===== src/design/rvu_pkg.sv =====
// Package for the refraction vector unit: fixed-point widths, beat types and
// the saturation helper. No dependencies.
`default_nettype none
package rvu_pkg;
	localparam int FRAC_BITS = 14;
	localparam int ETA_W = 16;
	localparam int V_W = 16;
	localparam int C_W = 15;
	localparam int C2_W = 2 * C_W - FRAC_BITS;
	localparam int E2_W = 2 * ETA_W - FRAC_BITS;
	localparam int D_W = ((C2_W > FRAC_BITS + 1) ? C2_W : FRAC_BITS + 1) + 1;
	localparam int P_W = E2_W + 1 + D_W;
	localparam int K_W = P_W - FRAC_BITS + 1;
	localparam int S_W = (K_W - 1 + FRAC_BITS + 1) / 2;
	localparam int RAD_W = 2 * S_W;
	localparam int REM_W = S_W + 2;
	localparam int EC_W = ETA_W + C_W - FRAC_BITS;
	localparam int M_W = ((EC_W > S_W) ? EC_W : S_W) + 1;
	localparam int EVI_W = ETA_W + 1 + V_W - FRAC_BITS;
	localparam int MP_W = C_W + 2 + V_W - FRAC_BITS;
	localparam int MN_W = M_W + V_W - FRAC_BITS;
	localparam int SAT_W = MN_W + 2;
	localparam logic [ETA_W-1:0] ETA_ONE = ETA_W'(1) << FRAC_BITS;

	typedef struct packed {
		logic [ETA_W-1:0] index_ratio;
		logic signed [V_W-1:0] incident_x;
		logic signed [V_W-1:0] incident_y;
		logic signed [V_W-1:0] incident_z;
		logic signed [V_W-1:0] normal_x;
		logic signed [V_W-1:0] normal_y;
		logic signed [V_W-1:0] normal_z;
		logic [C_W-1:0] cosine_in;
	} in_beat_t;

	typedef struct packed {
		logic signed [V_W-1:0] out_x;
		logic signed [V_W-1:0] out_y;
		logic signed [V_W-1:0] out_z;
		logic transmitted;
	} out_beat_t;

	// Everything the square root and back end need from the front end.
	typedef struct packed {
		logic bypass;
		logic transmitted;
		logic [RAD_W-1:0] rad;
		logic [EC_W-1:0] ec;
		logic [2:0][EVI_W-1:0] evi;
		logic [2:0][V_W-1:0] vn;
		logic [2:0][V_W-1:0] alt;
	} front_t;

	typedef struct packed {
		front_t f;
		logic [REM_W-1:0] rem;
		logic [S_W-1:0] root;
	} sq_t;

	function automatic logic [V_W-1:0] sat_v(input logic [SAT_W-1:0] v);
		logic [SAT_W-V_W:0] hi;
		begin
			hi = v[SAT_W-1:V_W-1];
			if ((&hi) || !(|hi))
				return v[V_W-1:0];
			else if (v[SAT_W-1])
				return {1'b1, {(V_W-1){1'b0}}};
			else
				return {1'b0, {(V_W-1){1'b1}}};
		end
	endfunction
endpackage
`default_nettype wire


===== src/design/rvu_sqrt.sv =====
// Square root of k, one result bit per pipeline stage, restoring method.
// Depends on rvu_pkg.
`default_nettype none
module rvu_sqrt (
	input wire logic clk,
	input wire logic arst_n,
	input wire logic us_valid,
	output logic us_ready,
	input wire rvu_pkg::front_t us_data,
	output logic ds_valid,
	input wire logic ds_ready,
	output rvu_pkg::sq_t ds_data
);
	import rvu_pkg::*;

	logic [S_W:0] v_q;
	logic [S_W:0] rdy;
	sq_t d_q [S_W+1];

	assign v_q[0] = us_valid;
	assign us_ready = rdy[0];
	assign rdy[S_W] = ds_ready;
	assign ds_valid = v_q[S_W];
	assign ds_data = d_q[S_W];

	always_comb begin
		d_q[0].f = us_data;
		d_q[0].rem = '0;
		d_q[0].root = '0;
	end

	for (genvar i = 0; i < S_W; i++) begin : g_step
		sq_t nx;
		logic [REM_W-1:0] r2, trial;
		assign rdy[i] = !v_q[i+1] || rdy[i+1];

		always_comb begin
			nx = d_q[i];
			r2 = {d_q[i].rem[REM_W-3:0], d_q[i].f.rad[RAD_W-1:RAD_W-2]};
			trial = {d_q[i].root, 2'b01};
			nx.f.rad = {d_q[i].f.rad[RAD_W-3:0], 2'b00};
			if (r2 >= trial) begin
				nx.rem = r2 - trial;
				nx.root = {d_q[i].root[S_W-2:0], 1'b1};
			end else begin
				nx.rem = r2;
				nx.root = {d_q[i].root[S_W-2:0], 1'b0};
			end
		end

		always_ff @(posedge clk or negedge arst_n) begin
			if (!arst_n) begin
				v_q[i+1] <= 1'b0;
			end else if (rdy[i]) begin
				v_q[i+1] <= v_q[i];
			end
		end

		always_ff @(posedge clk) begin
			if (rdy[i] && v_q[i]) d_q[i+1] <= nx;
		end
	end
endmodule
`default_nettype wire


===== config.mk =====
export PLATFORM = sky130hd
export DESIGN_NAME = rvu_sqrt
export DESIGN_NICKNAME = d
export VERILOG_FILES = /design/src/design/rvu_pkg.sv /design/src/design/rvu_sqrt.sv
export SDC_FILE = /design/constraint.sdc
export NUM_CORES = 2
export LEC_CHECK = 0
export BUFFER_PORTS_ARGS = -buffer_cell sky130_fd_sc_hd__buf_4
export CAP_MARGIN = 30
export CORE_AREA = 4 4 668 670
export CTS_BUF_LIST = sky130_fd_sc_hd__clkbuf_8
export DETAILED_ROUTE_END_ITERATION = 8
export DIE_AREA = 0 0 672 674
export GPL_TIMING_DRIVEN = 1
export SLEW_MARGIN = 20
export SYNTH_ARGS = -nofsm -noshare
export SYNTH_HDL_FRONTEND = slang
export SYNTH_SLANG_ARGS = --single-unit
export TNS_END_PERCENT = 1

===== constraint.sdc =====
create_clock -name clk -period 22.3 [get_ports clk]
set_input_delay 3.345 -clock clk [delete_from_list [all_inputs] [get_ports clk]]
set_output_delay 3.345 -clock clk [all_outputs]
set_load 0.01 [all_outputs]

==> run metrics <==
Tcrit/Tclk final=0.415; Worst EP required=approximately 19 ns; relative slew slack=0.339; pwr/cell area=about 110 mW/mm2; Max VDD drop=0.0000624 V; setup violators final=0; Slowest Stage Delay on Critical Path=0.64 ns; Die Y=just under 700 um; Inst Count DP=12300; Primary FF master, synth=edfxtp_1; post-CTS setup buffers=0; Initial Utilization=0.299; global-route wire length before repair=333000 um; max-cap violations=0; CP max-delay cell=nor3_1; RSZ-0062 raised after global routing=false; ranking of synthesized cells by area=edfxtp_1 89%, ha_1 1.8%, buf_4 1.4%, xor2_1 0.85%, xnor2_1 0.69%; reg2reg path depth=12; largest family of logic cells by synthesized area=simple AND/OR/NAND/NOR gates; Vias/cell=about 4.0; post-synthesis compound-gate area fraction=0.0242; f_max=108 MHz; Num CTS Buffers=just under 600; setup TNS=0 ns; gr ovfl total=0; synth unique cells=85; status=complete, no violations; critical path's most frequent cell=buf_4; yosys warns=0; Post-synth EDFFs=~3900; Iter 0 DRT Violations=around 3300; CTS Sinks=~3900; WL final=roughly 220000 um; CP top delay family=simple AND/OR/NAND/NOR gates; post-synthesis sequential area ratio=0.889; worst-margin pin slew=0.991 ns; R2R Path End=d_q[4325]$_DFFE_PP_; post-route ant nets=0; PostCTS Resize Cnt=0; Total Routing Usage GR=0.0954; drt first pass iters=8; routability cong.=between 0.8 and 0.9; Synth Instances=about 6000; Clock Latency Late Sink=1.11 ns; core box area=0.441 mm2; CTS clock-pin slew for the worst setup and hold paths=around 0.060 ns; Cells on Worst Hold Path=0; LEAKAGE=around 0.054 uW; CP endpoint kind=output pin; initial antenna violation count=46; Synth Register Bits=roughly 4000; Mapped Area=0.132 mm2; die width=672 um; Worst Path Max Fanout=5; final max-slew violation count=0; Post-route DRC=0; top-count cell post-synth=edfxtp_1; Stages on worst setup path=8; final hold violation count=0; CTS tree=yes; Layout Nets=between 7000 and 8000; HP Start=d_q[1606]$_DFFE_PP_; # IOs=between 400 and 500; Routed wire per std cell=about 17 um; Post-DP HPWL=148000 um; area leader, netlist=edfxtp_1; via count=roughly 53000; Post-Synth Simple-Gate Area=0.0273; Final Skew=between 0.06 and 0.07 ns; IO buf count=423; largest net degree at the start of global routing=roughly 130; share of cells above drive strength 1=0.181; area share of fa/ha/maj cells after synthesis=0.0183; Finished Layout Cells=between 10000 and 15000; CP cell instances=buf_4, nor2b_1, nand3_1, nor2_1, nand2_1, nor3_1, nand4_1, buf_4; Async SR Flop Fraction=0.00462; Arr. time, crit path=roughly 5.9 ns; WHS Endpoint=d_q[1360]$_DFFE_PP_; clock root cell=clkbuf_8; Mapped Avg Cell Area=between 20 and 25 um2; worst path bufs/invs=2; CP Launch Type=input pin; # hold bufs at CTS=0; Rows=about 240; H-Tree Depth=6; Synth Area in XOR/XNOR=0.0156; Layout area overhead=15.6%; Die Footprint=0.453 mm2; vias in the first global route=between 50000 and 60000; Worst Hold Class=reg -> reg; Worst R2R Start=ds_valid$_DFFE_PN0P_; Synth top area share=0.885; mux contribution to synthesized area=0.00413; crit path kind=in -> out; Post-synth top cells=3879 x edfxtp_1, 247 x buf_4, 229 x inv_1; Final min period=between 9 and 10 ns; R2R setup slack=about 17 ns; Max clock buf depth=4
## placed cells by master, fill, tap and decap left out, drive strengths merged, types with 16 or more instances in the layout
| cell type | Yosys | routed |
|---|---|---|
| o21a | 33 | 33 |
| nand4 | 28 | 28 |
| a211oi | 19 | 19 |
| nand2 | 153 | 153 |
| xnor2 | 105 | 105 |
| or2 | 24 | 24 |
| clkinv | 0 | 166 |
| nand2b | 40 | 40 |
| xor2 | 128 | 128 |
| conb | 1 | 37 |
| buf | 263 | 502 |
| nor2b | 38 | 38 |
| and2 | 16 | 16 |
| nor4 | 38 | 38 |
| inv | 230 | 480 |
| ha | 192 | 192 |
| o21ai | 133 | 133 |
| dfrtp | 18 | 18 |
| o31ai | 19 | 19 |
| nor3 | 78 | 78 |
| nand3 | 42 | 42 |
| or3 | 27 | 27 |
| clkbuf | 17 | 603 |
| a21o | 45 | 45 |
| a21oi | 180 | 180 |
| mux2 | 42 | 42 |
| nor2 | 180 | 180 |
| edfxtp | 3879 | 3879 |
## worst register-to-register path, stage by stage, from the launching register on
cell and delay (ns):
dfrtp_1 0.34, nor2b_1 0.43, nand3_1 0.23, nor2_1 0.45
nand2_1 0.21, nor3_1 0.64, nand4_1 0.29, and2_4 0.25
buf_4 0.33, buf_4 0.43, buf_4 0.60, buf_4 0.34
buf_16 0.25
## where the power goes
group	total, uW	internal, uW	switching [uW]
sequential	9570	9210	360
clock	5350	2710	2640
combinational	1330	469	858
## worst max path at each step
stage | from | to | slack [ns]
floorplan | ds_ready | d_q[2952]$_DFFE_PP_ | 1.48
global placement | ds_ready | us_ready | 12.83
detailed placement | ds_ready | us_ready | 13.03
CTS | ds_ready | us_ready | 13.02
global route | ds_ready | us_ready | 12.94
finish | ds_ready | us_ready | 13.05
## logic make-up after synthesis
group           after synthesis
other cells                   1
fa+ha+maj                   192
mux                          49
simple gates                709
flops                      3897
buf+inv                     510
xor+xnor                    233
compound gates              511
## metal layers
metal	vias up	part of all wire	track usage	wire (um)
li1	25200	-	-	-
met2	1322	0.54	0.177	120000
met1	25900	0.37	0.101	81000
met5	-	0.00048	0	107
met4	16	0.039	0.0426	8720
met3	540	0.052	0.0236	11400
## registers in the layout (all words and copies together), names as in the netlist
register,flops
ds_valid,1
d_q,3669
v_q,17
ds_data,210
## layout make-up
cell class / instances / area, um2
flip-flops and latches: 3897 / 117000
fillers: 40700 / 288000
well taps: 5904 / 7390
clock inverters: 443 / 2580
repair buffers: 503 / 3960
diodes: 11 / 27.5
inverters: 230 / 863
multi-input cells: 1731 / 12000
clock buffers: 602 / 8290
## per-stage QoR
step           hold WS, ns  utilization  total power [uW]  instance area [um2]  worst slack [ns]
2_1_floorplan        0.400            -             10700               132000              1.48
3_3_place_gp         0.400        0.320             11000               141000             12.83
3_5_place_dp         0.405        0.320             11100               141000             13.03
4_1_cts              0.363        0.345             16600               152000             13.02
5_1_grt              0.353        0.345             17100               152000             12.94
6_report             0.376        0.345             16200               152000             13.05
Note: power is estimated with default switching activity, not from simulation.
