<file path="src/design/rvu_pkg.sv">
// Package for the refraction vector unit: fixed-point widths, beat types and
// the saturation helper. No dependencies.
`default_nettype none
package rvu_pkg;
	localparam int FRAC_BITS = 14;
	localparam int ETA_W = 16;
	localparam int V_W = 16;
	localparam int C_W = 15;
	localparam int C2_W = 2 * C_W - FRAC_BITS;
	localparam int E2_W = 2 * ETA_W - FRAC_BITS;
	localparam int D_W = ((C2_W > FRAC_BITS + 1) ? C2_W : FRAC_BITS + 1) + 1;
	localparam int P_W = E2_W + 1 + D_W;
	localparam int K_W = P_W - FRAC_BITS + 1;
	localparam int S_W = (K_W - 1 + FRAC_BITS + 1) / 2;
	localparam int RAD_W = 2 * S_W;
	localparam int REM_W = S_W + 2;
	localparam int EC_W = ETA_W + C_W - FRAC_BITS;
	localparam int M_W = ((EC_W > S_W) ? EC_W : S_W) + 1;
	localparam int EVI_W = ETA_W + 1 + V_W - FRAC_BITS;
	localparam int MP_W = C_W + 2 + V_W - FRAC_BITS;
	localparam int MN_W = M_W + V_W - FRAC_BITS;
	localparam int SAT_W = MN_W + 2;
	localparam logic [ETA_W-1:0] ETA_ONE = ETA_W'(1) << FRAC_BITS;

	typedef struct packed {
		logic [ETA_W-1:0] index_ratio;
		logic signed [V_W-1:0] incident_x;
		logic signed [V_W-1:0] incident_y;
		logic signed [V_W-1:0] incident_z;
		logic signed [V_W-1:0] normal_x;
		logic signed [V_W-1:0] normal_y;
		logic signed [V_W-1:0] normal_z;
		logic [C_W-1:0] cosine_in;
	} in_beat_t;

	typedef struct packed {
		logic signed [V_W-1:0] out_x;
		logic signed [V_W-1:0] out_y;
		logic signed [V_W-1:0] out_z;
		logic transmitted;
	} out_beat_t;

	// Everything the square root and back end need from the front end.
	typedef struct packed {
		logic bypass;
		logic transmitted;
		logic [RAD_W-1:0] rad;
		logic [EC_W-1:0] ec;
		logic [2:0][EVI_W-1:0] evi;
		logic [2:0][V_W-1:0] vn;
		logic [2:0][V_W-1:0] alt;
	} front_t;

	typedef struct packed {
		front_t f;
		logic [REM_W-1:0] rem;
		logic [S_W-1:0] root;
	} sq_t;

	function automatic logic [V_W-1:0] sat_v(input logic [SAT_W-1:0] v);
		logic [SAT_W-V_W:0] hi;
		begin
			hi = v[SAT_W-1:V_W-1];
			if ((&hi) || !(|hi))
				return v[V_W-1:0];
			else if (v[SAT_W-1])
				return {1'b1, {(V_W-1){1'b0}}};
			else
				return {1'b0, {(V_W-1){1'b1}}};
		end
	endfunction
endpackage
`default_nettype wire

</file>
<file path="src/design/rvu_if.sv">
// Valid/ready channel interfaces for the refraction vector unit.
// Depends on rvu_pkg for the beat types.
`default_nettype none


interface rvu_out_if;
	logic valid;
	logic ready;
	rvu_pkg::out_beat_t data;
	modport source (output valid, output data, input ready);
	modport sink (input valid, input data, output ready);
endinterface
`default_nettype wire

</file>
<file path="src/design/rvu_back.sv">
// Back end: m = eta*c - sqrt(k), m*N, final sum, saturation and select.
// Depends on rvu_pkg and rvu_if.
`default_nettype none
module rvu_back (
	input wire logic clk,
	input wire logic arst_n,
	input wire logic us_valid,
	output logic us_ready,
	input wire rvu_pkg::sq_t us_data,
	rvu_out_if.source rsp
);
	import rvu_pkg::*;

	typedef struct packed {
		logic bypass;
		logic transmitted;
		logic [M_W-1:0] m;
		logic [2:0][EVI_W-1:0] evi;
		logic [2:0][V_W-1:0] vn;
		logic [2:0][V_W-1:0] alt;
	} stb1_t;

	typedef struct packed {
		logic bypass;
		logic transmitted;
		logic [2:0][MN_W-1:0] mn;
		logic [2:0][EVI_W-1:0] evi;
		logic [2:0][V_W-1:0] alt;
	} stb2_t;

	logic v_s1, v_s2, v_s3;
	logic rdy1, rdy2, rdy3;
	stb1_t d_s1, n1;
	stb2_t d_s2, n2;
	out_beat_t d_s3, n3;

	assign rdy3 = !v_s3 || rsp.ready;
	assign rdy2 = !v_s2 || rdy3;
	assign rdy1 = !v_s1 || rdy2;
	assign us_ready = rdy1;
	assign rsp.valid = v_s3;
	assign rsp.data = d_s3;

	always_comb begin
		n1.bypass = us_data.f.bypass;
		n1.transmitted = us_data.f.transmitted;
		n1.m = M_W'(us_data.f.ec) - M_W'(us_data.root);
		n1.evi = us_data.f.evi;
		n1.vn = us_data.f.vn;
		n1.alt = us_data.f.alt;
	end

	always_comb begin
		logic signed [M_W+V_W-1:0] p;
		n2.bypass = d_s1.bypass;
		n2.transmitted = d_s1.transmitted;
		n2.evi = d_s1.evi;
		n2.alt = d_s1.alt;
		for (int j = 0; j < 3; j++) begin
			p = $signed(d_s1.m) * $signed(d_s1.vn[j]);
			n2.mn[j] = p[M_W+V_W-1:FRAC_BITS];
		end
	end

	always_comb begin
		logic [2:0][V_W-1:0] r;
		logic signed [SAT_W-1:0] s;
		for (int j = 0; j < 3; j++) begin
			s = $signed(SAT_W'($signed(d_s2.evi[j]))) + $signed(SAT_W'($signed(d_s2.mn[j])));
			r[j] = d_s2.bypass ? d_s2.alt[j] : sat_v(s);
		end
		n3.out_x = r[0];
		n3.out_y = r[1];
		n3.out_z = r[2];
		n3.transmitted = d_s2.transmitted;
	end

	always_ff @(posedge clk or negedge arst_n) begin
		if (!arst_n) begin
			v_s1 <= 1'b0;
			v_s2 <= 1'b0;
			v_s3 <= 1'b0;
		end else begin
			if (rdy1) v_s1 <= us_valid;
			if (rdy2) v_s2 <= v_s1;
			if (rdy3) v_s3 <= v_s2;
		end
	end

	always_ff @(posedge clk) begin
		if (rdy1 && us_valid) d_s1 <= n1;
		if (rdy2 && v_s1) d_s2 <= n2;
		if (rdy3 && v_s2) d_s3 <= n3;
	end
endmodule
`default_nettype wire
</file>
<file path="src/flat_wrapper.sv">
// flat-port wrapper written by rule: the top's interface ports become plain ports
module rvu_back_flat import rvu_pkg::*;
  (clk, arst_n, us_valid, us_ready, us_data, rsp_valid, rsp_data, rsp_ready);
  rvu_out_if rsp_i ();
  input wire logic clk;
  input wire logic arst_n;
  input wire logic us_valid;
  output logic us_ready;
  input wire rvu_pkg::sq_t us_data;
  output wire logic [$bits(rsp_i.valid)-1:0] rsp_valid;
  output wire logic [$bits(rsp_i.data)-1:0] rsp_data;
  input wire logic [$bits(rsp_i.ready)-1:0] rsp_ready;
  assign rsp_valid = rsp_i.valid;
  assign rsp_data = rsp_i.data;
  assign rsp_i.ready = rsp_ready;
  rvu_back u_core (.clk(clk), .arst_n(arst_n), .us_valid(us_valid), .us_ready(us_ready), .us_data(us_data), .rsp(rsp_i));
endmodule
</file>
<file path="config.mk">
export PLATFORM = sky130hd
export DESIGN_NAME = rvu_back_flat
export DESIGN_NICKNAME = d
export VERILOG_FILES = /design/src/design/rvu_pkg.sv /design/src/design/rvu_if.sv /design/src/design/rvu_back.sv /design/src/flat_wrapper.sv
export SDC_FILE = /design/constraint.sdc
export NUM_CORES = 2
export LEC_CHECK = 0
export BUFFER_PORTS_ARGS = -buffer_cell sky130_fd_sc_hd__buf_2
export CAP_MARGIN = 20
export CORE_MARGIN = 2
export CORE_UTILIZATION = 30
export DETAILED_ROUTE_END_ITERATION = 8
export PLACE_DENSITY = 0.46
export SYNTH_ARGS = -nofsm -noshare
export SYNTH_HDL_FRONTEND = slang
export SYNTH_SLANG_ARGS = --single-unit
</file>
<file path="constraint.sdc">
create_clock -name clk -period 7.4 [get_ports clk]
set_clock_uncertainty 0.05 [all_clocks]
set_input_delay 0.37 -clock clk [delete_from_list [all_inputs] [get_ports clk]]
set_output_delay 0.37 -clock clk [all_outputs]
set_load 0.02 [all_outputs]
</file>
==> impl_metrics.env <==
export IMPL_tightest_slew_ps=955.4
export IMPL_yosysSeqAreaShare_pct=24.40
export IMPL_clock_path_buffers=3
export IMPL_drt_wl_total_um=126900
export IMPL_period_minus_slack_ps=7005
export IMPL_cts_tree="done"
export IMPL_grt_pass1_vias=35290
export IMPL_r2r_start="u_core.d_s1[84]$_DFFE_PP_"
export IMPL_tns_ps=0
export IMPL_status="completed"
export IMPL_slew_violations=0
export IMPL_synthTopCellsByCount="inv_1, fa_1, nand2_1, and2_1, edfxtp_1"
export IMPL_synth_top_area_share_pct=37.55
export IMPL_fin_area_mm2=0.05679
export IMPL_cp_arrival_ps=7340
export IMPL_ys_ff_latch=396
export IMPL_rows=147
export IMPL_cts_reportedPaths_clkPinSlew_ps=60
export IMPL_fp_dieH_um=406.8
export IMPL_final_period_utilization_pct=94.66
export IMPL_criticalPathCategory="flip-flop to flip-flop"
export IMPL_fin_worst_hold_slack_ps=52.29
export IMPL_grt_max_degree=114
export IMPL_htreeDepth=2
export IMPL_synth_most_common_cell="inv_1"
export IMPL_syn2layout_area_growth_pct=16.68
export IMPL_cp_startpoint="u_core.d_s1[84]$_DFFE_PP_"
export IMPL_grt_overflow=0
export IMPL_synth_edf_count=393
export IMPL_placed_cells=7004
export IMPL_synth_flop_cell="edfxtp_1"
export IMPL_synthesis_area_mm2=0.04867
export IMPL_yosysTopAreaCell="fa_1"
export IMPL_syn_inst=4620
export IMPL_die_w_um=406.8
export IMPL_crit_end="u_core.d_s2[166]$_DFFE_PP_"
export IMPL_endpoint_kind="flip-flop"
export IMPL_clock_fmax_ghz=0.1428
export IMPL_routedWlPerCell_um=17.47
export IMPL_cap_violations=0
export IMPL_drc=0
export IMPL_antenna_left=0
export IMPL_synth_cell_type_count=73
export IMPL_initial_utilization_pct=30.28
export IMPL_io_buffers=244
export IMPL_clock_sinks=396
export IMPL_worstPathRequired_ps=7740
export IMPL_grt_usage_pct=15.82
export IMPL_hp_class="primary input to flip-flop"
export IMPL_slew_headroom_pct=36.31
export IMPL_cts_root_buf="clkbuf_16"
export IMPL_dp_hpwl_um=101400
export IMPL_clk_latency_ps=640
export IMPL_drt_iter0_markers=1294
export IMPL_rsz0062_at_grt="no"
export IMPL_finalSetupViolCount=0
export IMPL_grt_pass1_wl_um=201100
export IMPL_drive_above_1_share_pct=10.05
export IMPL_worstRegToRegCells=24
export IMPL_async_reset_ff_share_pct=0.7576
export IMPL_place_area_mm2=0.05337
export IMPL_route_vias_total=31870
export IMPL_synth_fp_nets=6118
export IMPL_synthTopCellsByArea="fa_1, edfxtp_1, ha_1, inv_1, and2_1"
export IMPL_nNetsFinal=6562
export IMPL_r2r_end="u_core.d_s2[166]$_DFFE_PP_"
export IMPL_syn_area_per_cell_um2=10.54
export IMPL_fill_cells=16360
export IMPL_ys_warnings_count=0
export IMPL_drt_pass1_iterations=5
export IMPL_rrSetupSlack_ps=400
export IMPL_dieArea_mm2=0.1655
export IMPL_core_area_mm2=0.1608
export IMPL_numCtsBuffers=51
export IMPL_globalplace_congestion=0.8159
export IMPL_viasPerCell=4.386
export IMPL_io_pins=301
export IMPL_path_max_fanout=11
export IMPL_instances_no_fill=7265
export IMPL_antenna_found_initial=8
export IMPL_finalHoldViolCount=0
export IMPL_crit_path_start_kind="flip-flop"
==> timing repair <==
item                       in CTS  in global routing
hold buffers                  160                  0
setup endpoints to repair       0                  2
hold endpoints to repair      161                  0
buffers inserted                0                  7
gates resized for setup         0                  1
==> logic make-up (layout without fill, tap and decap cells) <==
family,Yosys count,count (layout),synth area share (%)
other,0,3,0
AO/OA/AOI/OAI,358,358,4.931
AND/OR/NAND/NOR,1203,1203,12.10
adder cells (fa/ha/maj),1248,1248,46.16
multiplexers,2,2,0.04627
flip-flops,396,396,24.40
buffers and inverters,1274,1756,9.856
XOR/XNOR,139,139,2.501
==> worst max-delay path: stages, from the launching register on <==
cell,delay (ps)
edfxtp_1,560
buf_4,260
and2_1,180
fa_1,540
inv_1,50
fa_1,460
fa_1,510
inv_1,50
fa_1,500
fa_1,500
inv_1,50
fa_1,520
inv_1,50
ha_1,300
a21o_1,180
a21oi_1,180
nand2_1,80
a211oi_1,290
o31ai_2,170
o31a_1,350
a41oi_2,290
buf_4,170
o2111ai_1,170
a21oi_1,210
xnor2_1,80
==> through the flow <==
stage | setup WS (ps) | utilization, %
4_1_cts | 271.3 | 35.28
5_1_grt | 16.16 | 35.33
2_1_floorplan | 779.4 | -
3_5_place_dp | 274.4 | 33.20
6_report | 395.3 | 35.33
3_3_place_gp | 273.6 | 33.20
==> per-layer routing <==
metal,track usage (%),wire length [µm],vias up
li1,-,-,14960
met1,22.01,59450,16220
met2,26.34,60000,538
met3,2.023,5045,139
met4,3.353,2414,4
met5,0,22,-
==> worst min-delay path by stage <==
stage	startpoint	end	slack, ps	depth (start not counted)
after floorplan	arst_n	u_core.rsp.valid$_DFFE_PN0P_	20	0
final	us_data[17]	u_core.d_s1[170]$_DFFE_PP_	50	2
after global routing	us_data[17]	u_core.d_s1[170]$_DFFE_PP_	40	2
after detailed placement	arst_n	u_core.rsp.valid$_DFFE_PN0P_	120	1
after global placement	arst_n	u_core.rsp.valid$_DFFE_PN0P_	120	1
after CTS	us_data[17]	u_core.d_s1[170]$_DFFE_PP_	10	2
==> layout by cell type (no fill, tap or decap), types with 16 or more instances in the layout <==
master / netlist / layout
ha_1: 335 / 335
nand3_1: 20 / 20
xor2_1: 36 / 36
o21ai_0: 51 / 50
edfxtp_1: 393 / 393
clkbuf_16: 0 / 52
o21a_1: 24 / 24
xnor2_1: 103 / 103
a221oi_1: 16 / 16
nor3_1: 30 / 30
buf_12: 0 / 21
nor2b_1: 19 / 19
buf_2: 6 / 244
a21o_1: 41 / 41
nand2b_1: 31 / 31
inv_1: 1089 / 1089
a21oi_1: 95 / 95
nand2_1: 484 / 484
a31oi_1: 29 / 29
nor2_1: 158 / 158
fa_1: 913 / 913
and2_1: 419 / 416
buf_4: 0 / 150
dlygate4sd3_1: 0 / 160
==> flip-flops by register name (all words and copies together), names as in the netlist <==
register	count
u_core.rsp.valid	1
u_core.v_s2	1
u_core.v_s1	1
u_core.d_s2	170
u_core.d_s1	174
u_core.rsp.data	49
==> area by class of cell <==
| cell class | count | area, µm² | share of cell area, % |
|---|---|---|---|
| Timing Repair Buffer | 575 | 4369 | 7.693 |
| Multi-Input combinational cell | 2950 | 32010 | 56.36 |
| Sequential cell | 396 | 11880 | 20.91 |
| Tap cell | 2160 | 2703 | 4.759 |
| Antenna cell | 3 | 7.507 | 0.01322 |
| Inverter | 1090 | 4091 | 7.204 |
| Clock inverter | 29 | 400.4 | 0.7050 |
| Clock buffer | 62 | 1339 | 2.357 |
Power is left out: the tool's default activity adds up to more than one toggle a clock period on the data nets, which glitch-free logic cannot reach.
